## src/prp_pkg.sv

```systemverilog
// ----------------------------------------------------------------------------
// Priority resource pool package
// Shared types and codes for the resource pool and its wait-queue memory.
// ----------------------------------------------------------------------------
package prp_pkg;

  localparam int unsigned IdW    = 8;
  localparam int unsigned NeedW  = 16;
  localparam int unsigned PrioW  = 8;
  localparam int unsigned StatW  = 3;
  localparam int unsigned CountW = 5;

  localparam logic KIND_ALLOC   = 1'b0;
  localparam logic KIND_RELEASE = 1'b1;

  typedef enum logic [StatW-1:0] {
    STS_GRANTED   = 3'd0,
    STS_QUEUED    = 3'd1,
    STS_REJECTED  = 3'd2,
    STS_RELEASED  = 3'd3,
    STS_REL_GRANT = 3'd4
  } status_e;

  typedef enum logic [1:0] {
    ST_IDLE,
    ST_SHIFT,
    ST_PLACE,
    ST_REL
  } state_e;

  // One waiting request as it sits in the queue memory
  typedef struct packed {
    logic [IdW-1:0]   who;
    logic [NeedW-1:0] need;
    logic [PrioW-1:0] prio;
  } waiter_t;

endpackage

```

## src/prp_wait_ram.sv

```systemverilog
// ----------------------------------------------------------------------------
// Wait-queue memory
// One write port and one read port, read data registered.
// ----------------------------------------------------------------------------
module prp_wait_ram #(
  parameter int unsigned Depth = 16,
  parameter int unsigned AddrW = 4
) (
  input  logic                  clk_i,
  input  logic                  we_i,
  input  logic [AddrW-1:0]      waddr_i,
  input  prp_pkg::waiter_t      wdata_i,
  input  logic [AddrW-1:0]      raddr_i,
  output prp_pkg::waiter_t      rdata_o
);
  import prp_pkg::*;

  waiter_t mem_q [Depth];
  waiter_t rdata_q;

  always_ff @(posedge clk_i) begin
    if (we_i) begin
      mem_q[waddr_i] <= wdata_i;
    end
  end

  always_ff @(posedge clk_i) begin
    rdata_q <= mem_q[raddr_i];
  end

  assign rdata_o = rdata_q;

endmodule

```

## src/priority_resource_pool_unit.sv

```systemverilog
// ----------------------------------------------------------------------------
// Priority resource pool unit
// Counting semaphore with a wait queue sorted by ascending priority number.
// ----------------------------------------------------------------------------
// Command flow: grant, reject, queue into an empty queue, release with none waiting:
//   done in ST_IDLE (busy stays low); release with waiters: through ST_REL (one
//   queue-memory read); sorted insert: through ST_SHIFT, one move per cycle, and
//   through ST_PLACE when the new request reaches the head.
// Reset: pool level and queue length clear to zero, queue contents are left.
// The receiver cannot stall: done_o marks each result for one cycle only.
module priority_resource_pool_unit #(
  parameter int unsigned QUEUE_DEPTH = 16,
  parameter int unsigned UNIT_BITS   = 16
) (
  input  logic                          clk_i,
  input  logic                          rst_ni,
  // configuration
  input  logic                          cfg_we_i,
  input  logic [prp_pkg::NeedW-1:0]     cfg_wdata_i,
  // command side
  input  logic                          start,
  output logic                          busy,
  input  logic                          kind_i,
  input  logic [prp_pkg::IdW-1:0]       requester_i,
  input  logic [prp_pkg::NeedW-1:0]     units_i,
  input  logic [prp_pkg::PrioW-1:0]     priority_req_i,
  // result side
  output logic                          done_o,
  output logic [prp_pkg::StatW-1:0]     status_o,
  output logic [prp_pkg::IdW-1:0]       granted_requester_o,
  output logic [prp_pkg::NeedW-1:0]     pool_level_o,
  output logic [prp_pkg::CountW-1:0]    waiting_count_o,
  output logic                          saturated_o
);
  import prp_pkg::*;

  // Widths: queue address, queue length, pool, and compare width covering both
  // the pool and a 16-bit request.
  localparam int unsigned AW = (QUEUE_DEPTH > 2) ? $clog2(QUEUE_DEPTH) : 1;
  localparam int unsigned LW = $clog2(QUEUE_DEPTH + 1);
  localparam int unsigned PW = UNIT_BITS;
  localparam int unsigned CW = (PW > NeedW) ? PW : NeedW;
  localparam int unsigned SW = CW + 1;

  localparam logic [AW:0]   DEPTH_W  = QUEUE_DEPTH[AW:0];
  localparam logic [LW-1:0] DEPTH_L  = QUEUE_DEPTH[LW-1:0];
  localparam logic [PW-1:0] POOL_MAX = {PW{1'b1}};

  // Map a position in the queue (0 = head) onto a memory address. The sum is
  // below twice the depth, so one compare and subtract wraps it.
  function automatic logic [AW-1:0] phys_addr(input logic [AW-1:0] head,
                                              input logic [AW-1:0] slot);
    logic [AW:0] s;
    logic [AW:0] t;
    s = {1'b0, head} + {1'b0, slot};
    t = s - DEPTH_W;
    return (s >= DEPTH_W) ? t[AW-1:0] : s[AW-1:0];
  endfunction

  // --------------------------------------------------------------------------
  // State
  // --------------------------------------------------------------------------
  state_e         state_q, state_d;
  logic [PW-1:0]  pool_q, pool_d;
  logic [AW-1:0]  head_q, head_d;
  logic [LW-1:0]  len_q, len_d;
  logic [AW-1:0]  pos_q, pos_d;        // hole position during a sorted insert
  logic           sat_pend_q, sat_pend_d;
  waiter_t        new_q, new_d;        // allocate transaction being queued

  // result registers
  logic           done_q;
  status_e        status_q;
  logic [IdW-1:0] gid_q;
  logic [PW-1:0]  lvl_q;
  logic [LW-1:0]  cnt_q;
  logic           sat_q;

  // memory ports
  logic           mem_we;
  logic [AW-1:0]  wslot, rslot;
  waiter_t        mem_wdata, mem_rdata;

  // emit controls
  logic           emit;
  status_e        emit_status;
  logic [IdW-1:0] emit_gid;
  logic           emit_sat;

  // arithmetic on the current transaction
  logic [CW-1:0]  pool_x, units_x, need_x;
  logic [SW-1:0]  rel_sum;
  logic           rel_sat;
  logic [PW-1:0]  rel_pool;
  logic           accept;

  assign accept  = start && !busy;
  assign pool_x  = CW'(pool_q);
  assign units_x = CW'(units_i);
  assign need_x  = CW'(mem_rdata.need);
  assign rel_sum = SW'(pool_q) + SW'(units_i);
  assign rel_sat = rel_sum > SW'(POOL_MAX);
  assign rel_pool = rel_sat ? POOL_MAX : rel_sum[PW-1:0];

  // --------------------------------------------------------------------------
  // Wait-queue memory. Reads are only ever issued for entries written in an
  // earlier cycle, and the write in the shift walk is two slots above the
  // read, so no forwarding path is needed.
  // --------------------------------------------------------------------------
  prp_wait_ram #(
    .Depth (QUEUE_DEPTH),
    .AddrW (AW)
  ) u_wait_ram (
    .clk_i   (clk_i),
    .we_i    (mem_we),
    .waddr_i (phys_addr(head_q, wslot)),
    .wdata_i (mem_wdata),
    .raddr_i (phys_addr(head_q, rslot)),
    .rdata_o (mem_rdata)
  );

  // --------------------------------------------------------------------------
  // Control state
  // --------------------------------------------------------------------------
  always_ff @(posedge clk_i or negedge rst_ni) begin
    if (!rst_ni) begin
      state_q <= ST_IDLE;
      pool_q  <= '0;
      head_q  <= '0;
      len_q   <= '0;
      pos_q   <= '0;
      done_q  <= 1'b0;
    end else begin
      state_q <= state_d;
      pool_q  <= pool_d;
      head_q  <= head_d;
      len_q   <= len_d;
      pos_q   <= pos_d;
      done_q  <= emit;
    end
  end

  // Payload registers: no reset
  always_ff @(posedge clk_i) begin
    new_q      <= new_d;
    sat_pend_q <= sat_pend_d;
    if (emit) begin
      status_q <= emit_status;
      gid_q    <= emit_gid;
      lvl_q    <= pool_d;
      cnt_q    <= len_d;
      sat_q    <= emit_sat;
    end
  end

  // --------------------------------------------------------------------------
  // Next state and datapath control
  // --------------------------------------------------------------------------
  always_comb begin
    state_d     = state_q;
    pool_d      = pool_q;
    head_d      = head_q;
    len_d       = len_q;
    pos_d       = pos_q;
    sat_pend_d  = sat_pend_q;
    new_d       = new_q;
    mem_we      = 1'b0;
    wslot       = pos_q;
    mem_wdata   = new_q;
    rslot       = '0;
    emit        = 1'b0;
    emit_status = STS_GRANTED;
    emit_gid    = '0;
    emit_sat    = 1'b0;

    unique case (state_q)
      ST_IDLE: begin
        if (accept) begin
          if (kind_i == KIND_ALLOC) begin
            if (pool_x >= units_x) begin
              // grant at once, even ahead of waiters
              pool_d      = pool_q - PW'(units_x);
              emit        = 1'b1;
              emit_status = STS_GRANTED;
            end else if (len_q < DEPTH_L) begin
              new_d = '{who: requester_i, need: units_i, prio: priority_req_i};
              if (len_q == '0) begin
                // empty queue: write straight to the head
                mem_we      = 1'b1;
                wslot       = '0;
                mem_wdata   = '{who: requester_i, need: units_i, prio: priority_req_i};
                len_d       = len_q + 1'b1;
                emit        = 1'b1;
                emit_status = STS_QUEUED;
              end else begin
                // start the walk from the tail
                pos_d   = len_q[AW-1:0];
                rslot   = AW'(len_q - 1'b1);
                state_d = ST_SHIFT;
              end
            end else begin
              emit        = 1'b1;
              emit_status = STS_REJECTED;
            end
          end else begin
            pool_d     = rel_pool;
            sat_pend_d = rel_sat;
            if (len_q == '0) begin
              emit        = 1'b1;
              emit_status = STS_RELEASED;
              emit_sat    = rel_sat;
            end else begin
              rslot   = '0;
              state_d = ST_REL;
            end
          end
        end
      end

      ST_SHIFT: begin
        // mem_rdata holds the entry just below the hole
        mem_we = 1'b1;
        wslot  = pos_q;
        rslot  = (pos_q >= AW'(2)) ? pos_q - AW'(2) : '0;
        if (mem_rdata.prio > new_q.prio) begin
          // move the entry up one slot, advance the hole down
          mem_wdata = mem_rdata;
          pos_d     = pos_q - 1'b1;
          if (pos_q == AW'(1)) begin
            state_d = ST_PLACE;
          end
        end else begin
          mem_wdata   = new_q;
          len_d       = len_q + 1'b1;
          emit        = 1'b1;
          emit_status = STS_QUEUED;
          state_d     = ST_IDLE;
        end
      end

      ST_PLACE: begin
        // new request lands at the head
        mem_we      = 1'b1;
        wslot       = '0;
        mem_wdata   = new_q;
        len_d       = len_q + 1'b1;
        emit        = 1'b1;
        emit_status = STS_QUEUED;
        state_d     = ST_IDLE;
      end

      ST_REL: begin
        // mem_rdata holds the head waiter; try it against the refilled pool
        emit     = 1'b1;
        emit_sat = sat_pend_q;
        state_d  = ST_IDLE;
        if (need_x <= pool_x) begin
          pool_d      = pool_q - PW'(need_x);
          head_d      = phys_addr(head_q, AW'(1));
          len_d       = len_q - 1'b1;
          emit_status = STS_REL_GRANT;
          emit_gid    = mem_rdata.who;
        end else begin
          emit_status = STS_RELEASED;
        end
      end

      default: begin
        state_d = ST_IDLE;
      end
    endcase

    // a register write reloads the pool; the queue is untouched
    if (cfg_we_i) begin
      pool_d = PW'(cfg_wdata_i);
    end
  end

  // --------------------------------------------------------------------------
  // Outputs
  // --------------------------------------------------------------------------
  assign busy                = (state_q != ST_IDLE);
  assign done_o              = done_q;
  assign status_o            = status_q;
  assign granted_requester_o = gid_q;
  assign pool_level_o        = NeedW'(lvl_q);
  assign waiting_count_o     = CountW'(cnt_q);
  assign saturated_o         = sat_q;

  // --------------------------------------------------------------------------
  // Assertions
  // --------------------------------------------------------------------------
  a_len_bound: assert property (@(posedge clk_i) disable iff (!rst_ni)
    len_q <= DEPTH_L)
    else $error("queue length beyond depth");

  a_shift_hole: assert property (@(posedge clk_i) disable iff (!rst_ni)
    (state_q == ST_SHIFT) |-> (pos_q != '0) && (LW'(pos_q) <= len_q))
    else $error("insert hole outside the occupied queue");

  a_gid_zero: assert property (@(posedge clk_i) disable iff (!rst_ni)
    (done_o && (status_o != STS_REL_GRANT)) |-> (granted_requester_o == '0))
    else $error("granted id set without a waiter grant");

  a_busy_no_sat_alloc: assert property (@(posedge clk_i) disable iff (!rst_ni)
    (done_o && (status_o == STS_GRANTED || status_o == STS_QUEUED ||
                status_o == STS_REJECTED)) |-> !saturated_o)
    else $error("saturation flagged on an allocate");

endmodule
```

## config.mk

```make
export PLATFORM = sky130hd
export DESIGN_NAME = priority_resource_pool_unit
export DESIGN_NICKNAME = d
export VERILOG_FILES = /design/src/prp_pkg.sv /design/src/prp_wait_ram.sv /design/src/priority_resource_pool_unit.sv
export SDC_FILE = /design/constraint.sdc
export NUM_CORES = 1
export LEC_CHECK = 0
export ABC_AREA = 1
export CAP_MARGIN = 30
export CORE_UTILIZATION = 55
export DETAILED_ROUTE_END_ITERATION = 8
export DONT_BUFFER_PORTS = 1
export HOLD_SLACK_MARGIN = 0.06
export PLACE_DENSITY = 0.72
export SETUP_SLACK_MARGIN = 0.05
export SLEW_MARGIN = 10
export SYNTH_ARGS = -nofsm -noshare
export SYNTH_HDL_FRONTEND = slang
export SYNTH_HIERARCHICAL = 1
export SYNTH_SLANG_ARGS = --single-unit
```

## constraint.sdc

```tcl
create_clock -name clk_i -period 5.9 [get_ports clk_i]
set_input_delay 0 -clock clk_i [delete_from_list [all_inputs] [get_ports clk_i]]
set_output_delay 0 -clock clk_i [all_outputs]
set_load 0.01 [all_outputs]
```

==> impl_results.md, run 1 <==
- CTS root buffer: clkbuf_16
- Final hold vios: 0
- Hold path depth: 2
- Setup Viol. Count Final: 0
- Netlist cell types: 50
- Most frequent CP cell: nand2_1
- Syn_nets: 3,574
- CTS tree: built
- Worst-Margin Slew: 0.983 ns
- Dpl hpwl: 52,600 microns
- Worst-skew pair later-pin latency: 0.62 ns
- Period utilization: 85.8%
- Maxcap violations: 0
- Synth area leader: edfxtp_1
- Vias per Instance: 5.49
- Hold WS: 0.0769 ns
- Crit-path max FO: 18
- FF-to-FF Start: pool_q[0]$_DFF_PN0_
- Remaining antenna violation count: 0
- Mean Syn Cell Area: 9.28 sq um
- Max Freq: 0.198 GHz
- Wirelength, routed: 85,600 microns
- Multi-input gate area: 10,000 sq um
- Most common cell after layout, fill and taps aside: nand2_1
- Post-Synthesis Cells: 3,441
- Flops & latches, synth: 642
- Die Span X: 243 microns
- Max Slew Vio Count: 0
- Status: finished clean
- Port Buffers: 0
- Crit path required time: 6.22 ns
- R2R Path End: u_wait_ram/mem_q[10][19]$_DFFE_PP_
- RSZ-0062 raised after global routing: false
- Critical path, cell by cell: inv_1 > ha_1 > inv_1 > fa_1 > nand3_1 > nand2_1 > nand2_1 > nand2_2 > nand2_2 > nand4_4 > nor2_8 > nor3_1 > ha_1 > a21oi_1 > nand2_1 > xor2_1 > xnor2_1 > nand3b_1 > nor2_4 > buf_4
- Die area: 59,100 sq um
- CP startpoint kind: flop
- Starting Density: 56.1%
- Worst Hold Class: in2reg
- Initial DRT Pass Iterations: 6
- Initial antenna violation count: 0
- Gpl congestion: 0.937
- DR vias: 23,854
- Mapped cell area: 31,900 sq um
- Final net count: 3,665
- Synthesis Warnings: 6
- Endpoint, Worst Hold: u_wait_ram/mem_q[2][29]$_DFFE_PP_
- Vias in the first global route: 23,011
- Reg clk slew, reported paths: 0.06 ns
- DRT iter0 DRCs: 2,366
- Commonest non-fill, non-tap cells in the layout: nand2_1 (1,064), inv_1 (600), edfxtp_1 (578)
- H-tree depth: 3
- First-pass GRT wire length: 133,000 microns
- Diodes inserted: 0
- Critical Path AT: 5.38 ns
- Core box area: 56,900 sq um
- # clock sinks: 642
- # rows: 87
- Fill count: 4,529
- Overall global routing resource usage: 29.3%
- R2R setup slack: 0.84 ns
- # DRC: 0
- CTS-repair resized insts: 0
- Reg area: 18,800 sq um
- Final min period: 5.06 ns
- Hold path startpoint: requester_i[5]
- Crit path capture type: flop
- WL per Instance: 19.7 microns
- Post-synthesis to final-layout area growth: 12.5%
- Clock Tree Buf Depth: 3
- Share of layout cells above drive strength 1: 6.97%
- Core Util, Final: 63.1%
- Top Ports: 88
- Crit path kind: reg2reg
- Crit-path slowest cell: nor2_4
- Num CTS Buffers: 69
- CP delay by family, top: simple AND/OR/NAND/NOR gates
- Top cell type's share of synthesized area: 54.3%
- Sum of negative setup slack: 0 ns
- Chip height: 243 microns
- Synth area leaders: edfxtp_1 (54%), nand2_1 (13%), nand3_1 (7.3%), inv_1 (7.1%), ha_1 (2.9%)
- Gr ovfl total: 0
- Largest net degree at the start of global routing: 133
- Post-Route Skew: 0.0194 ns
- Worst path bufs/invs: 3
- Path depth of the worst reg2reg path: 20
- Sequential area share after synthesis: 58.8%
- Slew headroom: 34.4%
- Delay of the slowest critical-path stage: 0.68 ns
## state kept, by name, indices dropped and copies added, names as in the netlist, 2 cells and up
name / cells
granted_requester_o: 8
head_q: 4
len_q: 5
new_q: 32
pool_level_o: 16
pool_q: 16
pos_q: 4
state_q: 2
status_o: 3
u_wait_ram/mem_q: 512
u_wait_ram/rdata_o: 32
waiting_count_o: 5
## cells in the mapped netlist (all sizes together)
cell and number:
a21boi 1, a21o 1, a21oi 83, a31oi 2
a32oi 1, and2 1, and3 1, buf 114
clkbuf 32, dfrtp 32, dfxtp 32, edfxtp 578
fa 5, ha 75, inv 611, nand2 1075
nand3 469, nand3b 5, nand4 18, nor2 127
nor3 13, nor4 2, o211ai 50, o21ai 48
o21bai 6, o22ai 1, o32ai 1, or2 22
xnor2 13, xor2 22
## through the flow
step	instance area, sq um	std cells	setup WS [ns]
floorplan	31900	3441	0.983
global placement	32600	4105	1.08
detailed placement	32700	4122	0.933
CTS	35800	4335	0.894
global route	35900	4343	0.552
finish	35900	4343	0.840
## cell type report
cell class / instances / area share [%]
sequential: 642 / 52.3
multi-input combinational: 2042 / 27.9
inverter: 611 / 6.42
clock buffer: 95 / 5.25
timing repair buffer: 166 / 4.56
tap: 756 / 2.63
clock inverter: 31 / 0.930
## kinds of logic after synthesis
family	Yosys count	share of synthesized area, %
compound gates	194	3.62
xor+xnor	35	0.960
fa+ha+maj	80	3.25
buf+inv	757	10.3
flops	642	58.8
simple gates	1733	23.0
## worst max-delay path by stage
stage                        start                                 end  slack (ns)  cells after the start
4_1_cts        pool_q[0]$_DFF_PN0_   u_wait_ram/mem_q[10][9]$_DFFE_PP_        0.89                     20
2_1_floorplan  pool_q[0]$_DFF_PN0_      u_wait_ram/rdata_o[23]$_DFF_P_        0.98                     22
3_3_place_gp   pool_q[0]$_DFF_PN0_   u_wait_ram/mem_q[10][9]$_DFFE_PP_        1.08                     20
6_report       pool_q[0]$_DFF_PN0_  u_wait_ram/mem_q[10][19]$_DFFE_PP_        0.84                     20
5_1_grt        pool_q[6]$_DFF_PN0_  u_wait_ram/mem_q[10][19]$_DFFE_PP_        0.55                     17
3_5_place_dp   pool_q[0]$_DFF_PN0_  u_wait_ram/mem_q[10][12]$_DFFE_PP_        0.93                     20
## per-layer routing
layer	routed length (microns)	GRT usage (%)	up-vias
met5	0	0	-
met2	39000	46.1	1069
met4	3320	11.3	0
met1	36300	41.1	11305
li1	-	-	11301
met3	6970	4.58	179
## repair_timing
item | 4_1_cts | 5_1_grt
setup buffers | 0 | 0
hold buffers | 87 | 3
hold endpoints to repair | 340 | 48
Power of run 1 is not shown: default switching activity piles up to over one toggle a cycle in this logic, so the estimate is an artifact.
==> run 2: changes to the inputs <==
Settings changed: HOLD_SLACK_MARGIN 0.06 to unset.
Clock period 5.9 ns to 6 ns, I/O delays scaled along.
==> run 2 against run 1 <==
  * Worst setup slack better by 0.24 ns
  * Utilization is 0.22 points lower
  * Cell count down 0.35%
  * Flip-flop and latch count stayed put
  * Via count is 0.71% lower
  * Clock skew rose by 0.0027 ns
  * Critical endpoint is now u_wait_ram/mem_q[12][12]$_DFFE_PP_
==> impl_results.md, run 2 (synthesis gave the netlist of run 1 again) <==
- Reg clk slew, reported paths: 0.06 ns (about the same)
- Delay of the slowest critical-path stage: 0.47 ns (was 0.68 ns)
- Worst path bufs/invs: 3 (unchanged)
- Worst Hold Class: in2reg (unchanged)
- RSZ-0062 raised after global routing: false (unchanged)
- Max reg flops: 512 (unchanged)
- Die area: 59,100 sq um (unchanged)
- Status: finished clean (unchanged)
- Endpoint, Worst Hold: u_wait_ram/mem_q[14][21]$_DFFE_PP_ (was u_wait_ram/mem_q[2][29]$_DFFE_PP_)
- Path depth of the worst reg2reg path: 20 (unchanged)
- Final hold vios: 0 (unchanged)
- Remaining antenna violation count: 0 (unchanged)
- R2R Path End: u_wait_ram/mem_q[12][12]$_DFFE_PP_ (was u_wait_ram/mem_q[10][19]$_DFFE_PP_)
- Crit path launch: pool_q[0]$_DFF_PN0_ (unchanged)
- Num CTS Buffers: 69 (unchanged)
- Crit-path slowest cell: nor2_4 (unchanged)
- Max Freq: 0.203 GHz (was 0.198 GHz)
- # clock sinks: 642 (unchanged)
- # DRC: 0 (unchanged)
- R2R setup slack: 1.08 ns (was 0.84 ns)
- Maxcap violations: 0 (unchanged)
- Worst-Margin Slew: 1.06 ns (was 0.983 ns)
- Post-synthesis to final-layout area growth: 12.1% (was 12.5%)
- Vias in the first global route: 22,229 (was 23,011)
- Top Ports: 88 (unchanged)
- Largest Register: u_wait_ram/mem_q (unchanged)
- Worst-skew pair later-pin latency: 0.60 ns (was 0.62 ns)
- Wirelength, routed: 84,200 microns (was 85,600 microns)
- Sum of negative setup slack: 0 ns (unchanged)
- Crit-path max FO: 20 (was 18)
- Initial antenna violation count: 0 (unchanged)
- Share of layout cells above drive strength 1: 6.83% (was 6.97%)
- Crit path capture type: flop (unchanged)
- Commonest non-fill, non-tap cells in the layout: nand2_1 (1,064), inv_1 (600), edfxtp_1 (578) (unchanged)
- Placed instance area: 32,600 sq um (was 32,700 sq um)
- DR vias: 23,685 (was 23,854)
- Gr ovfl total: 0 (unchanged)
- DRT iter0 DRCs: 2,552 (was 2,366)
- CTS tree: built (unchanged)
- H-tree depth: 3 (unchanged)
- Dpl hpwl: 51,100 microns (was 52,600 microns)
- Most common cell after layout, fill and taps aside: nand2_1 (unchanged)
- CP delay by family, top: simple AND/OR/NAND/NOR gates (unchanged)
- Final instance area: 35,800 sq um (was 35,900 sq um)
- Chip height: 243 microns (unchanged)
- Diodes inserted: 0 (unchanged)
- Overall global routing resource usage: 28.6% (was 29.3%)
- Dpl cells: 4,112 (was 4,122)
- Final net count: 3,650 (was 3,665)
- CTS root buffer: clkbuf_16 (unchanged)
- Core Util, Final: 62.9% (was 63.1%)
- Crit path kind: reg2reg (unchanged)
- Max Slew Vio Count: 0 (unchanged)
- Die Span X: 243 microns (unchanged)
- First-pass GRT wire length: 129,000 microns (was 133,000 microns)
- Core box area: 56,900 sq um (unchanged)
- Clock Tree Buf Depth: 3 (unchanged)
- Gpl congestion: 0.950 (was 0.937)
- Largest net degree at the start of global routing: 182 (was 133)
- Critical Path AT: 5.18 ns (was 5.38 ns)
- FF-to-FF Start: pool_q[0]$_DFF_PN0_ (unchanged)
- Post-Route Skew: 0.0221 ns (was 0.0194 ns)
- Initial DRT Pass Iterations: 6 (unchanged)
- Layout Cells excl Fill: 4,328 (was 4,343)
- Setup Viol. Count Final: 0 (unchanged)
- WL per Instance: 19.5 microns (was 19.7 microns)
- Vias per Instance: 5.47 (was 5.49)
- Setup bufs post-CTS: 0 (unchanged)
- Period utilization: 81.9% (was 85.8%)
- CP startpoint kind: flop (unchanged)
- Critical path, cell by cell: inv_1 > ha_1 > inv_1 > fa_1 > nand3_1 > nand2_1 > nand2_1 > nand2_2 > nand2_2 > nand4_4 > nor2_8 > nor3_1 > ha_1 > a21oi_1 > nand2_1 > xor2_1 > xnor2_1 > nand3_1 > nor2_4 > buf_4 (was inv_1 > ha_1 > inv_1 > fa_1 > nand3_1 > nand2_1 > nand2_1 > nand2_2 > nand2_2 > nand4_4 > nor2_8 > nor3_1 > ha_1 > a21oi_1 > nand2_1 > xor2_1 > xnor2_1 > nand3b_1 > nor2_4 > buf_4)
- Crit path required time: 6.27 ns (was 6.22 ns)
- Slew headroom: 29.6% (was 34.4%)
- Fill count: 4,514 (was 4,529)
- Starting Density: 56.1% (unchanged)
- # rows: 87 (unchanged)
- Final min period: 4.92 ns (was 5.06 ns)
- Port Buffers: 0 (unchanged)
- Hold path depth: 5 (was 2)
- Hold path startpoint: units_i[13] (was requester_i[5])
- Most frequent CP cell: nand2_1 (unchanged)
[run 2: stage by stage]
step                      hold slack (ns)  setup slack (ns)
after floorplan                    -0.296              1.08
after global placement             -0.295              1.20
after detailed placement           -0.295              1.11
after CTS                         0.00158              1.08
after global routing               0.0201             0.785
final                              0.0193              1.08
[run 2: worst max path at each step]
stage	end	depth (start not counted)	slack [ns]
final	u_wait_ram/mem_q[12][12]$_DFFE_PP_	20	1.08
after CTS	u_wait_ram/mem_q[12][23]$_DFFE_PP_	20	1.08
after floorplan	u_wait_ram/rdata_o[23]$_DFF_P_	22	1.08
after global placement	u_wait_ram/mem_q[12][10]$_DFFE_PP_	20	1.20
after global routing	u_wait_ram/mem_q[12][23]$_DFFE_PP_	20	0.78
after detailed placement	u_wait_ram/mem_q[12][11]$_DFFE_PP_	20	1.11
[run 2: final cells by class]
class | instances | area [sq um] | share of cell area (%)
inverter | 611 | 2310 | 6.44
sequential | 642 | 18800 | 52.5
clock inverter | 23 | 307 | 0.856
tap | 756 | 946 | 2.64
multi-input combinational | 2042 | 10000 | 28.0
clock buffer | 103 | 1960 | 5.46
timing repair buffer | 151 | 1470 | 4.10
[run 2: what timing repair did]
item / in CTS / in global routing
hold buffers: 76 / 6
endpoints found under the hold margin: 245 / 26
gates resized for setup: 0 / 0
endpoints found under the setup margin: 0 / 0
[run 2: worst min-delay path, cell delays in order]
cell and delay [ns]:
inv_1 0.04, nand2_1 0.06, o211ai_1 0.08, o211ai_1 0.08, buf_4 0.21
[run 2: per-layer routing]
metal	share of wire [%]	GRT usage (%)	vias to the layer above
li1	-	-	11260
met1	43	40.3	11232
met2	46	45.0	1013
met3	7.7	4.27	180
met4	3.7	10.7	0
met5	0	0	-
Power of run 2 is left out for the same reason.
